$ cat src/rtl/md4_pkg.sv
// ----------------------------------------------------------------------------
// md4_pkg
// Shared types, constants and round tables for the MD4 digest unit.
// ----------------------------------------------------------------------------
package md4_pkg;

  typedef logic [31:0]      word_t;
  typedef logic [3:0][31:0] cv_t;

  // initial chaining value, word A in slice 0
  localparam cv_t IV = {32'h10325476, 32'h98badcfe, 32'hefcdab89, 32'h67452301};

  localparam word_t K_RND1  = 32'h5A827999;
  localparam word_t K_RND2  = 32'h6ED9EBA1;
  localparam word_t PAD_BYTE = 32'h00000080;

  localparam logic [5:0] ROUND_LAST = 6'd47;
  localparam logic [3:0] POS_LAST   = 4'd15;
  localparam logic [3:0] POS_LEN    = 4'd14;
  localparam logic [2:0] FULL_BYTES = 3'd4;

  // source of the word written into the block buffer
  typedef enum logic [2:0] {
    WS_INPUT  = 3'd0,
    WS_PAD80  = 3'd1,
    WS_ZERO   = 3'd2,
    WS_LEN_LO = 3'd3,
    WS_LEN_HI = 3'd4
  } wsrc_t;

  // sequencer to datapath
  typedef struct packed {
    logic       take;
    logic       wr_en;
    wsrc_t      wr_src;
    logic       round_en;
    logic [5:0] rnd_idx;
    logic       add_en;
    logic       emit_en;
  } ctrl_t;

  // datapath and output buffer back to sequencer
  typedef struct packed {
    logic [3:0] pos;
    logic       obuf_busy;
  } stat_t;

  localparam logic [3:0] MSG_ORDER [48] = '{
    4'd0, 4'd1, 4'd2,  4'd3,  4'd4, 4'd5, 4'd6,  4'd7,
    4'd8, 4'd9, 4'd10, 4'd11, 4'd12, 4'd13, 4'd14, 4'd15,
    4'd0, 4'd4, 4'd8,  4'd12, 4'd1, 4'd5, 4'd9,  4'd13,
    4'd2, 4'd6, 4'd10, 4'd14, 4'd3, 4'd7, 4'd11, 4'd15,
    4'd0, 4'd8, 4'd4,  4'd12, 4'd2, 4'd10, 4'd6, 4'd14,
    4'd1, 4'd9, 4'd5,  4'd13, 4'd3, 4'd11, 4'd7, 4'd15
  };

  function automatic logic [3:0] msg_index(input logic [5:0] idx);
    logic [3:0] m;
    m = 4'd0;
    if (idx <= ROUND_LAST) begin
      m = MSG_ORDER[idx];
    end
    return m;
  endfunction

  function automatic logic [4:0] rot_amount(input logic [5:0] idx);
    logic [4:0] s;
    unique case ({idx[5:4], idx[1:0]})
      4'b00_00: s = 5'd3;
      4'b00_01: s = 5'd7;
      4'b00_10: s = 5'd11;
      4'b00_11: s = 5'd19;
      4'b01_00: s = 5'd3;
      4'b01_01: s = 5'd5;
      4'b01_10: s = 5'd9;
      4'b01_11: s = 5'd13;
      4'b10_00: s = 5'd3;
      4'b10_01: s = 5'd9;
      4'b10_10: s = 5'd11;
      4'b10_11: s = 5'd15;
      default:  s = 5'd0;
    endcase
    return s;
  endfunction

endpackage

$ cat src/rtl/md4_useq.sv
// ----------------------------------------------------------------------------
// md4_useq
// Microcode sequencer: step counter, control store, round counter and
// return register for the compression routine.
// ----------------------------------------------------------------------------
module md4_useq
  import md4_pkg::*;
(
  input  logic       clk,
  input  logic       rst_n,
  input  logic       in_valid,
  input  logic       in_last,
  input  logic [2:0] in_byte_count,
  input  stat_t      stat,
  output logic       in_stall,
  output ctrl_t      ctrl
);

  typedef logic [2:0] step_t;

  typedef enum logic [2:0] {
    JC_NEXT  = 3'd0,
    JC_GOTO  = 3'd1,
    JC_INPUT = 3'd2,
    JC_POS14 = 3'd3,
    JC_ROUND = 3'd4,
    JC_RET   = 3'd5,
    JC_OBUF  = 3'd6
  } jc_t;

  typedef struct packed {
    logic  accept;
    logic  wr;
    wsrc_t wr_src;
    jc_t   jc;
    step_t target;
    logic  round;
    logic  add;
    logic  emit;
  } ucode_t;

  localparam step_t S_ACCEPT = 3'd0;
  localparam step_t S_PAD    = 3'd1;
  localparam step_t S_FILL   = 3'd2;
  localparam step_t S_LENLO  = 3'd3;
  localparam step_t S_LENHI  = 3'd4;
  localparam step_t S_EMIT   = 3'd5;
  localparam step_t S_ROUND  = 3'd6;
  localparam step_t S_ADD    = 3'd7;

  // control store
  function automatic ucode_t ucode_rom(input step_t a);
    ucode_t u;
    u = '{accept: 1'b0, wr: 1'b0, wr_src: WS_ZERO, jc: JC_NEXT, target: S_ACCEPT,
          round: 1'b0, add: 1'b0, emit: 1'b0};
    unique case (a)
      S_ACCEPT: begin
        u.accept = 1'b1;
        u.wr     = 1'b1;
        u.wr_src = WS_INPUT;
        u.jc     = JC_INPUT;
        u.target = S_PAD;
      end
      S_PAD: begin
        u.wr     = 1'b1;
        u.wr_src = WS_PAD80;
      end
      S_FILL: begin
        u.wr     = 1'b1;
        u.wr_src = WS_ZERO;
        u.jc     = JC_POS14;
        u.target = S_LENLO;
      end
      S_LENLO: begin
        u.wr     = 1'b1;
        u.wr_src = WS_LEN_LO;
      end
      S_LENHI: begin
        u.wr     = 1'b1;
        u.wr_src = WS_LEN_HI;
        u.jc     = JC_GOTO;
        u.target = S_EMIT;
      end
      S_EMIT: begin
        u.emit   = 1'b1;
        u.jc     = JC_OBUF;
        u.target = S_ACCEPT;
      end
      S_ROUND: begin
        u.round = 1'b1;
        u.jc    = JC_ROUND;
      end
      S_ADD: begin
        u.add = 1'b1;
        u.jc  = JC_RET;
      end
      default: ;
    endcase
    return u;
  endfunction

  step_t      step_r, step_nxt;
  step_t      ret_r, ret_nxt;
  logic [5:0] rcnt_r, rcnt_nxt;

  ucode_t uc;
  step_t  nat_nxt;
  logic   take;
  logic   act;
  logic   wr_en;
  logic   blk_full;

  always_comb begin
    uc       = ucode_rom(step_r);
    in_stall = !uc.accept;
    take     = in_valid && uc.accept;

    unique case (uc.jc)
      JC_NEXT: begin
        act     = 1'b1;
        nat_nxt = step_r + 3'd1;
      end
      JC_GOTO: begin
        act     = 1'b1;
        nat_nxt = uc.target;
      end
      JC_INPUT: begin
        act = take;
        if (!take || !in_last) begin
          nat_nxt = step_r;
        end else if (in_byte_count >= FULL_BYTES) begin
          nat_nxt = uc.target;
        end else begin
          nat_nxt = S_FILL;
        end
      end
      JC_POS14: begin
        // zero fill up to the length words, no write on the exit step
        act     = (stat.pos != POS_LEN);
        nat_nxt = act ? step_r : uc.target;
      end
      JC_ROUND: begin
        act     = 1'b1;
        nat_nxt = (rcnt_r == ROUND_LAST) ? step_r + 3'd1 : step_r;
      end
      JC_RET: begin
        act     = 1'b1;
        nat_nxt = ret_r;
      end
      JC_OBUF: begin
        act     = !stat.obuf_busy;
        nat_nxt = act ? uc.target : step_r;
      end
      default: begin
        act     = 1'b0;
        nat_nxt = S_ACCEPT;
      end
    endcase

    wr_en    = uc.wr && act;
    // a write into the last slot closes the block: call the compression
    blk_full = wr_en && (stat.pos == POS_LAST);
    step_nxt = blk_full ? S_ROUND : nat_nxt;
    ret_nxt  = blk_full ? nat_nxt : ret_r;

    if (uc.round) begin
      rcnt_nxt = (rcnt_r == ROUND_LAST) ? 6'd0 : rcnt_r + 6'd1;
    end else begin
      rcnt_nxt = rcnt_r;
    end

    ctrl.take     = take;
    ctrl.wr_en    = wr_en;
    ctrl.wr_src   = uc.wr_src;
    ctrl.round_en = uc.round;
    ctrl.rnd_idx  = rcnt_r;
    ctrl.add_en   = uc.add;
    ctrl.emit_en  = uc.emit && act;
  end

  always_ff @(posedge clk) begin
    if (!rst_n) begin
      step_r <= S_ACCEPT;
      ret_r  <= S_ACCEPT;
      rcnt_r <= 6'd0;
    end else begin
      step_r <= step_nxt;
      ret_r  <= ret_nxt;
      rcnt_r <= rcnt_nxt;
    end
  end

endmodule

$ cat src/rtl/md4_dpath.sv
// ----------------------------------------------------------------------------
// md4_dpath
// Block buffer, word position, byte length, chaining value and the
// one-round-per-cycle MD4 round unit.
// ----------------------------------------------------------------------------
module md4_dpath
  import md4_pkg::*;
(
  input  logic       clk,
  input  logic       rst_n,
  input  ctrl_t      ctrl,
  input  word_t      in_data_word,
  input  logic [2:0] in_byte_count,
  input  logic       in_last,
  output logic [3:0] pos,
  output cv_t        cv
);

  word_t       buf_r [16];
  logic [3:0]  pos_r, pos_nxt;
  logic [60:0] len_r, len_nxt;
  cv_t         cv_r, cv_nxt;
  cv_t         wk_r, wk_nxt;

  word_t       in_word;
  word_t       wr_val;
  logic [2:0]  len_inc;
  word_t       w_msg;
  word_t       f_val;
  word_t       t_sum;
  logic [63:0] t_rot;
  logic [1:0]  rnd;

  // input word, padded in place when the last word is short
  always_comb begin
    if (!in_last || in_byte_count >= FULL_BYTES) begin
      in_word = in_data_word;
      len_inc = in_last ? FULL_BYTES : FULL_BYTES;
    end else begin
      len_inc = in_byte_count;
      unique case (in_byte_count[1:0])
        2'd0:    in_word = PAD_BYTE;
        2'd1:    in_word = {16'h0000, 8'h80, in_data_word[7:0]};
        2'd2:    in_word = {8'h00, 8'h80, in_data_word[15:0]};
        default: in_word = {8'h80, in_data_word[23:0]};
      endcase
    end
    unique case (ctrl.wr_src)
      WS_INPUT:  wr_val = in_word;
      WS_PAD80:  wr_val = PAD_BYTE;
      WS_LEN_LO: wr_val = {len_r[28:0], 3'b000};
      WS_LEN_HI: wr_val = len_r[60:29];
      default:   wr_val = '0;
    endcase
  end

  // one MD4 round
  always_comb begin
    rnd   = ctrl.rnd_idx[5:4];
    w_msg = buf_r[msg_index(ctrl.rnd_idx)];
    unique case (rnd)
      2'd0:    f_val = (wk_r[1] & wk_r[2]) | (~wk_r[1] & wk_r[3]);
      2'd1:    f_val = ((wk_r[1] & wk_r[2]) | (wk_r[1] & wk_r[3]) | (wk_r[2] & wk_r[3]))
                       + K_RND1;
      default: f_val = (wk_r[1] ^ wk_r[2] ^ wk_r[3]) + K_RND2;
    endcase
    t_sum = wk_r[0] + f_val + w_msg;
    t_rot = {t_sum, t_sum} << rot_amount(ctrl.rnd_idx);
  end

  always_comb begin
    pos_nxt = pos_r;
    len_nxt = len_r;
    cv_nxt  = cv_r;
    wk_nxt  = wk_r;
    if (ctrl.wr_en) begin
      pos_nxt = pos_r + 4'd1;
    end
    if (ctrl.take) begin
      len_nxt = len_r + {58'd0, len_inc};
    end
    if (ctrl.round_en) begin
      wk_nxt[0] = wk_r[3];
      wk_nxt[1] = t_rot[63:32];
      wk_nxt[2] = wk_r[1];
      wk_nxt[3] = wk_r[2];
    end
    if (ctrl.add_en) begin
      for (int i = 0; i < 4; i++) begin
        cv_nxt[i] = cv_r[i] + wk_r[i];
        wk_nxt[i] = cv_r[i] + wk_r[i];
      end
    end
    if (ctrl.emit_en) begin
      // digest handed off, restart for the next message
      cv_nxt  = IV;
      wk_nxt  = IV;
      len_nxt = '0;
      pos_nxt = '0;
    end
  end

  always_ff @(posedge clk) begin
    if (!rst_n) begin
      pos_r <= '0;
      len_r <= '0;
      cv_r  <= IV;
      wk_r  <= IV;
    end else begin
      pos_r <= pos_nxt;
      len_r <= len_nxt;
      cv_r  <= cv_nxt;
      wk_r  <= wk_nxt;
    end
  end

  always_ff @(posedge clk) begin
    if (ctrl.wr_en) begin
      buf_r[pos_r] <= wr_val;
    end
  end

  assign pos = pos_r;
  assign cv  = cv_r;

endmodule

$ cat src/rtl/md4_obuf.sv
// ----------------------------------------------------------------------------
// md4_obuf
// Output buffer: holds the four digest words and shifts them out.
// ----------------------------------------------------------------------------
module md4_obuf
  import md4_pkg::*;
(
  input  logic       clk,
  input  logic       rst_n,
  input  logic       load,
  input  cv_t        cv,
  input  logic       out_stall,
  output logic       out_valid,
  output word_t      out_digest_word,
  output logic [1:0] out_word_index,
  output logic       out_final_word
);

  cv_t        sh_r, sh_nxt;
  logic [1:0] idx_r, idx_nxt;
  logic       vld_r, vld_nxt;
  logic       fire;

  always_comb begin
    fire    = vld_r && !out_stall;
    sh_nxt  = sh_r;
    idx_nxt = idx_r;
    vld_nxt = vld_r;
    if (load) begin
      sh_nxt  = cv;
      idx_nxt = 2'd0;
      vld_nxt = 1'b1;
    end else if (fire) begin
      sh_nxt  = {32'h0, sh_r[3:1]};
      idx_nxt = idx_r + 2'd1;
      vld_nxt = (idx_r != 2'd3);
    end
  end

  always_ff @(posedge clk) begin
    if (!rst_n) begin
      idx_r <= 2'd0;
      vld_r <= 1'b0;
    end else begin
      idx_r <= idx_nxt;
      vld_r <= vld_nxt;
    end
  end

  always_ff @(posedge clk) begin
    sh_r <= sh_nxt;
  end

  assign out_valid       = vld_r;
  assign out_digest_word = sh_r[0];
  assign out_word_index  = idx_r;
  assign out_final_word  = (idx_r == 2'd3);

endmodule

$ cat src/rtl/md4_message_digest_unit.sv
// ----------------------------------------------------------------------------
// md4_message_digest_unit
// MD4 digest of a byte stream given as little-endian 32-bit words.
// ----------------------------------------------------------------------------
//
//  channel | dir | ports                                          | request
//  --------+-----+------------------------------------------------+--------------------
//  in_     | in  | valid, stall, data_word, byte_count, last      | one message word
//  out_    | out | valid, stall, digest_word, word_index, final   | one digest word
//
//  a non-last word is written straight into the block buffer; the word that fills a block
//  starts the compression (48 rounds in the shared round unit, one per cycle, then a fold
//  into the chaining value)
//  a last word runs the padding program: pad, zero and length words, a step leaving the
//  zero fill without a write, a compression per block closed (one or two), then the
//  handoff once the digest buffer is empty
//  reset (rst_n low, synchronous) loads the initial vector, clears length
//  and word position; the block buffer is not cleared
//  in_stall is high whenever the sequencer is off the accept step; the
//  digest waits in its own buffer, so a new message starts while it drains
//
module md4_message_digest_unit
  import md4_pkg::*;
(
  input  logic        clk,
  input  logic        rst_n,
  input  logic        in_valid,
  output logic        in_stall,
  input  logic [31:0] in_data_word,
  input  logic [2:0]  in_byte_count,
  input  logic        in_last,
  output logic        out_valid,
  input  logic        out_stall,
  output logic [31:0] out_digest_word,
  output logic [1:0]  out_word_index,
  output logic        out_final_word
);

  ctrl_t      ctrl;
  stat_t      stat;
  logic [3:0] pos;
  cv_t        cv;

  // status fed back to the control store's jump logic
  assign stat.pos       = pos;
  assign stat.obuf_busy = out_valid;

  // step counter and control store
  md4_useq u_useq (
    .clk           (clk),
    .rst_n         (rst_n),
    .in_valid      (in_valid),
    .in_last       (in_last),
    .in_byte_count (in_byte_count),
    .stat          (stat),
    .in_stall      (in_stall),
    .ctrl          (ctrl)
  );

  // buffer, length, chaining value, round unit
  md4_dpath u_dpath (
    .clk           (clk),
    .rst_n         (rst_n),
    .ctrl          (ctrl),
    .in_data_word  (in_data_word),
    .in_byte_count (in_byte_count),
    .in_last       (in_last),
    .pos           (pos),
    .cv            (cv)
  );

  // digest words out, A first
  md4_obuf u_obuf (
    .clk             (clk),
    .rst_n           (rst_n),
    .load            (ctrl.emit_en),
    .cv              (cv),
    .out_stall       (out_stall),
    .out_valid       (out_valid),
    .out_digest_word (out_digest_word),
    .out_word_index  (out_word_index),
    .out_final_word  (out_final_word)
  );

  // digest only appears after a handoff step
  a_out_from_emit: assert property (@(posedge clk) disable iff (!rst_n)
    $rose(out_valid) |-> $past(ctrl.emit_en))
    else $error("digest output without handoff");

  // handoff never overwrites a digest still draining
  a_emit_idle: assert property (@(posedge clk) disable iff (!rst_n)
    ctrl.emit_en |-> !out_valid)
    else $error("handoff while digest buffer busy");

  // rounds only run on a closed block, word position wrapped to zero
  a_round_pos: assert property (@(posedge clk) disable iff (!rst_n)
    (ctrl.round_en || ctrl.add_en) |-> (pos == 4'd0))
    else $error("compression with open block");

  // the four digest words go out back to back in order
  a_out_order: assert property (@(posedge clk) disable iff (!rst_n)
    (out_valid && !out_stall && !out_final_word) |=>
      (out_valid && out_word_index == $past(out_word_index) + 2'd1))
    else $error("digest word sequence broken");

endmodule

$ cat config.mk
export PLATFORM = sky130hd
export DESIGN_NAME = md4_message_digest_unit
export DESIGN_NICKNAME = d
export VERILOG_FILES = /design/src/rtl/md4_pkg.sv /design/src/rtl/md4_useq.sv /design/src/rtl/md4_dpath.sv /design/src/rtl/md4_obuf.sv /design/src/rtl/md4_message_digest_unit.sv
export SDC_FILE = /design/constraint.sdc
export NUM_CORES = 2
export LEC_CHECK = 0
export BUFFER_PORTS_ARGS = -buffer_cell sky130_fd_sc_hd__buf_2
export CAP_MARGIN = 0
export CORE_ASPECT_RATIO = 0.8
export CORE_MARGIN = 5
export CORE_UTILIZATION = 58
export DETAILED_ROUTE_END_ITERATION = 12
export GPL_TIMING_DRIVEN = 0
export PLACE_DENSITY = 0.71
export SYNTH_ARGS = -nofsm -noshare
export SYNTH_HDL_FRONTEND = slang
export SYNTH_SLANG_ARGS = --single-unit
$ cat constraint.sdc
create_clock -name clk -period 19.6 [get_ports clk]
set_input_delay 4.9 -clock clk [delete_from_list [all_inputs] [get_ports clk]]
set_output_delay 4.9 -clock clk [all_outputs]
set_load 0.005 [all_outputs]
# After elaboration in Yosys (flattened, before gate mapping)
# Memory sizes are Yosys's and may differ from the RTL's. A register that Yosys moved wholly into a read port is not among the register bits.
# Index checks and enable logic that the tools add are counted.
# totals
out_inout_bits	37
mem_count	3
ramBits	512
romBits	336
register_bits	464
# mem_list
name	words	width	rd	rd_clocked_by_memory_dff	wr	line_no	rtl
u_dpath.buf_r	16	32	1	0	1	md4_dpath.sv:19	word_t buf_r [16];
(name not given)	64	4	1	0	0	md4_pkg.sv:61	m = MSG_ORDER[idx];
(name not given)	16	5	1	1	0	md4_pkg.sv:68	unique case ({idx[5:4], idx[1:0]})
# op_classes
muxes	34
reduce_logical	22
eq_ne	24
n_addsub	13
magnitude_cmp	3
bitwise	12
shift	1
# ops
cell	n
$mux W128	4
$add A32 B32 Y32	6
$and A32 B32 Y32	4
$pmux W32 S4	1
$or A32 B32 Y32	3
$pmux W32 S3	1
$add A32 B31 Y32 const B	2
$pmux W32 S2	1
$shl A64 B5 Y64	1
$xor A32 B32 Y32	2
$add A61 B3 Y61	1
$mux W32	1
$not A32 Y32	1
$eq A3 B3 Y1 const B	8
$mux W3	7
$pmux W3 S7	1
$mux W4	5
$pmux W4 S5	1
$pmux W3 S6	1
$eq A3 B2 Y1 const B	5
$eq A3 B1 Y1 const B	3
$logic_not A3 Y1	3
$pmux W3 S3	1
$mux W1	8
other kinds (24)	38

# Logic depth before layout (Yosys ltp)
# depth
word_depth	10
mapped_depth	31
mapped_depth_nobuf	30

# By module
# From an unflattened synthesis, not the netlist that was laid out.
# hier_totals
cells_unflattened	5119
hier_area_um2	52713.1
# by_module_without_submodules
mod	seq_area_each_um2	area_per_inst_um2	cells_per_inst	n_inst
md4_dpath	21800.9	45929.0	4687	1
md4_obuf	3903.7	5829.3	317	1
md4_useq	240.2	954.7	115	1

# Least setup slack after synthesis
# Ideal clock, no wire load.
# synth_timing
kind	in2reg
from	input port in_valid
to	memory u_dpath.buf_r[3][0] (netlist name) (enable)
cell_stages	8
t_required_ns	19.139
arrival_time_ns	8.234
setup_slack_ns	10.905
setup_ns	0.461
path_cell_list	and3_1 buf_2 nand2b_1 nand2_1 nand2_1 a21oi_1 nand2_1 nor3_1
# synth_between
elab_chain_len	5
# synth_lines
element	line_no	rtl
start: declaration	md4_message_digest_unit.sv:27	input logic in_valid,
$logic_and A1 B1 Y1	md4_useq.sv:116	take = in_valid && uc.accept;
$pmux W1 S4	md4_useq.sv:118	unique case (uc.jc)
$logic_and A1 B1 Y1	md4_useq.sv:160	wr_en = uc.wr && act;
$mux W1	md4_dpath.sv:118	if (ctrl.wr_en) begin
$mux W1 (implied by the code)	md4_dpath.sv:119	buf_r[pos_r] <= wr_val;
end: declaration	md4_dpath.sv:19	
# No other way between the ends.

# Worst setup path in the final report
# layout_timing
from	register u_useq.rcnt_r[4]
to	register u_dpath.wk_r[63] (netlist name)
# layout_between
elab_chain_len	10
# layout_lines
element	line_no	rtl
start: declaration	md4_useq.sv:104	logic [5:0] rcnt_r, rcnt_nxt;
start signal: assignment	md4_useq.sv:189	rcnt_r <= rcnt_nxt;
$not A6 Y7 (implied by the code)	md4_pkg.sv:61	
$mem_v2 Z64 W4	--	
$mux W4 (implied by the code) (2 in series)	md4_pkg.sv:61	
$mux W4	md4_pkg.sv:60	if (idx <= ROUND_LAST) begin
$mem_v2 Z16 W32	--	
$add A32 B32 Y32 (*)	md4_dpath.sv:67	t_sum = wk_r[0] + f_val + w_msg;
$shl A64 B5 Y64 (*)	md4_dpath.sv:68	t_rot = {t_sum, t_sum} << rot_amount(ctrl.rnd_idx);
$mux W128 (*)	md4_dpath.sv:82	if (ctrl.round_en) begin
$mux W128 (*)	md4_dpath.sv:88	if (ctrl.add_en) begin
end signal: assignment	md4_dpath.sv:113	wk_r <= wk_nxt;
end: declaration	md4_dpath.sv:23	cv_t wk_r, wk_nxt;
# Every way passes the cells marked *; elsewhere a longest branch is shown, timed or not. The select of a mux whose other input is x is not followed.
# A chain may end at the register's enable or synchronous reset.

==> impl_metrics.tcl <==
set metrics [dict create \
    ys_types 108 \
    start_util 0.5843 \
    syn_to_final_growth_pct 10.86 \
    synth-adder-area-share 0.06610 \
    leakage_uw 0.02226 \
    crit_type "reg -> reg" \
    relSlewSlack -0.02850 \
    track_usage 0.4075 \
    drive_gt1_frac 0.07081 \
    ant_nets 0 \
    post_cts_buffers 0 \
    grt_max_degree 65 \
    synth_mux_area_frac 0.02826 \
    wl_per_cell_um 29.43 \
    cts_root_buf "clkbuf_16" \
    h-tree-depth 3 \
    io_pins 77 \
    syn-num-nets 5740 \
    p_clk_frac 0.277 \
    outcome "finished, violations left" \
    yosysWarningCount 0 \
    rows 99 \
    fin_worst_skew_ns 0.02686 \
    postCtsHoldBufs 0 \
    cts_tree "built" \
    async_reset_ff_frac 0 \
    core_um2 91170 \
    dp_cells 6779 \
    peakVddDrop_uv 87.67 \
    holdPathStages 2 \
    fp.dieH_um 281.1 \
    antenna_found_initial 12 \
    synth_top_area_frac 0.3608 \
    crit_cells 24 \
    synth_top_area_cell "edfxtp_1" \
    crit_chain "buf_4 > inv_1 > a31oi_2 > clkbuf_1 > clkbuf_1 > clkbuf_1 > nand2_1 > a311oi_1 > a21oi_1 > a21oi_1 > fa_1 > ha_1 > a211oi_1 > o21ai_0 > a32oi_2 > a21oi_2 > a21oi_2 > o21ai_2 > xnor2_1 > mux2i_1 > a21oi_1 > nor2_1 > o32ai_1 > a22oi_1" \
    cts_resized 0 \
    max_cap_violations 1 \
    drv_slew 17 \
    fin_tns_setup_ns 0 \
    synth_edf_count 640 \
    place.gp.congestion 1.062 \
    end_kind "flop" \
    setup_viol_count_final 0 \
    max_freq_mhz 100.7 \
    synthXorXnorAreaFrac 0.03878 \
    clk_latency_ns 0.69 \
    path_buf_inv 5 \
    synth_top_family_by_area "compound AO/OA/AOI/OAI gates" \
    crit_path_max_incr_delay_ns 1.03 \
    post-route-period-util 0.5068 \
    stdcell_count 6963 \
    vias 46490 \
    cts.path.max_buffers 3 \
    power_frac_seq 0.355 \
    cellPowerDensity_nw_per_um2 114.5 \
    grt_pass1_wl_um 291400 \
    period_needed_ns 9.933 \
    drtIter0Drc 7575 \
    comb_power_share 0.368 \
    synth_compound_area_frac 0.1813 \
    dp_hpwl_um 158500 \
    worst_ep_arrival_time_ns 10.44 \
    first_pass_iters 11 \
    swShare 0.3760 \
    min_path_type "reg -> reg" \
    seq_area_frac_synth 0.4890 \
    synth-simple-area-share 0.1555 \
    internal-power_uw 4218 \
    final_net_count 5951 \
    violations "max-capacitance violations, max-slew violations" \
    critPathLaunchType "flop" \
    syn_area_per_cell_um2 9.755 \
    hold_viol_final 0 \
    rsz0062_at_grt "no" \
    critPathMaxFanout 10 \
    worstMarginPinSlew_ns 1.537 \
    wirelength_um 204900 \
    synth_top_flop_cell "edfxtp_1" \
    required_ns 20.11 \
    synthCells 5460 \
    grt-ovfl-total 0 \
    worstRegToRegCells 24 \
    cts.sinks 981 \
    clkTransAtPathRegs_ns 0.07 \
    die_area_um2 98030 \
    cts-buffers-inserted 97 \
    synth_top_cells_by_area "edfxtp_1 36%, dfxtp_1 13%, nand2_1 6.8%" \
    ys_seq_elements 981 \
    p_switching_uw 2542 \
    netlist_area_um2 53260 \
    drc 0 \
    slowest_stage "o32ai_1" \
    port-buffer-count 76 \
    grt_pass1_vias 42120 \
    routed_via_density 6.676 \
    die_w_um 348.8 \
    cpLargestDelayFamily "compound AO/OA/AOI/OAI gates" \
]
## per-layer routing
metal	part of all wire	track usage	routed length, um	vias up
met3	0.18	0.1807	36010	403
li1	-	-	-	20140
met5	0.00081	0.006803	166	-
met2	0.37	0.5184	75730	3540
met1	0.42	0.6215	86380	22390
met4	0.032	0.1114	6611	14
## placed cells by master (no fill, tap or decap), drive strengths merged, types with 28 or more instances in the layout
cell and n:
nand2b 28, and3 49, a31oi 104, a211oi 228, o21ai 296, edfxtp 640, nor2b 45, clkbuf 378
dfxtp 341, a21o 92, nand3 78, and2 162, or3 36, nand2 964, mux2i 112, o21a 39
fa 69, a21oi 356, a311oi 72, nor3 58, ha 171, buf 197, xnor2 124, inv 212
clkinv 37, xor2 111, nor2 382, o211ai 36
## path summary, 6_finish.rpt
| path | start | to | slack, ns |
|---|---|---|---|
| setup / recovery | u_useq.rcnt_r[4] | u_dpath.wk_r[63] | 9.67 |
| hold / removal | u_dpath.cv[112] | u_dpath.cv[112] | 0.47 |
| setup reg to reg | u_useq.rcnt_r[4] | u_dpath.wk_r[63] | 9.67 |
| hold reg to reg | u_dpath.cv[112] | u_dpath.cv[112] | 0.47 |
## worst register-to-register path, stage by stage (launching register included)
cell	delay, ns
dfxtp_1	0.31
buf_4	0.16
inv_1	0.34
a31oi_2	0.87
clkbuf_1	0.74
clkbuf_1	0.64
clkbuf_1	0.65
nand2_1	0.11
a311oi_1	0.51
a21oi_1	0.07
a21oi_1	0.33
fa_1	0.49
ha_1	0.33
a211oi_1	0.32
o21ai_0	0.26
a32oi_2	0.61
a21oi_2	0.18
a21oi_2	0.35
o21ai_2	0.14
xnor2_1	0.23
mux2i_1	0.14
a21oi_1	0.57
nor2_1	0.15
o32ai_1	1.03
a22oi_1	0.22
## through the flow
stage	worst slack (ns)	utilization	power, uW	hold WS, ns	cell area (um2)
6_report	9.667	0.6477	6761	0.4657	59050
2_1_floorplan	10.91	-	3934	0.4352	53260
3_5_place_dp	10.33	0.6123	4737	0.4553	55820
3_3_place_gp	8.346	0.6051	4699	0.4489	55160
4_1_cts	10.29	0.6465	6576	0.4634	58940
5_1_grt	9.438	0.6476	6934	0.4846	59040
## cells by family (layout without fill, tap and decap cells)
logic type	count (synthesis)	count (layout)
buffers and inverters	544	832
AND/OR/NAND/NOR	1872	1872
other	0	3
AO/OA/AOI/OAI	1453	1453
multiplexers	135	135
adder cells (fa/ha/maj)	240	240
flip-flops	981	981
XOR/XNOR	235	235
## power groups by stage
stage | logic [uW] | registers, uW | clock network (uW)
6_report | 2490 | 2400 | 1880
5_1_grt | 2570 | 2400 | 1960
4_1_cts | 2310 | 2400 | 1870
3_5_place_dp | 2300 | 2440 | 0
3_3_place_gp | 2250 | 2450 | 0
2_1_floorplan | 1500 | 2440 | 0
## synth_stat cells, drive strengths merged (111+ instances only)
library cell,n
ha,171
nor2,382
dfxtp,341
xnor2,124
xor2,111
mux2i,112
nand2,964
and2,162
edfxtp,640
a211oi,228
o21ai,296
inv,209
a21oi,356
clkbuf,244
## final cells by class
class                   instances  area [um2]
diodes                          3       7.507
clock buffers                 132        2670
well taps                    1212        1516
flip-flops and latches        981       26050
multi-input cells            3935       25210
repair buffers                112       970.9
inverters                     213       799.5
fillers                      7491       32120
clock inverters                44       446.7
plain buffers                 331        1385
## state kept, by name, summed over array words and instances, names as in the netlist, 3 cells and up, named ones only
register	count
u_dpath.buf_r	512
u_useq.step_r	3
u_useq.rcnt_r	6
u_obuf.sh_r	96
u_dpath.cv	128
u_dpath.pos	4
u_dpath.len_r	61
u_obuf.out_digest_word	32
u_dpath.wk_r	128
u_useq.ret_r	3
(Power assumes the default switching activity.)
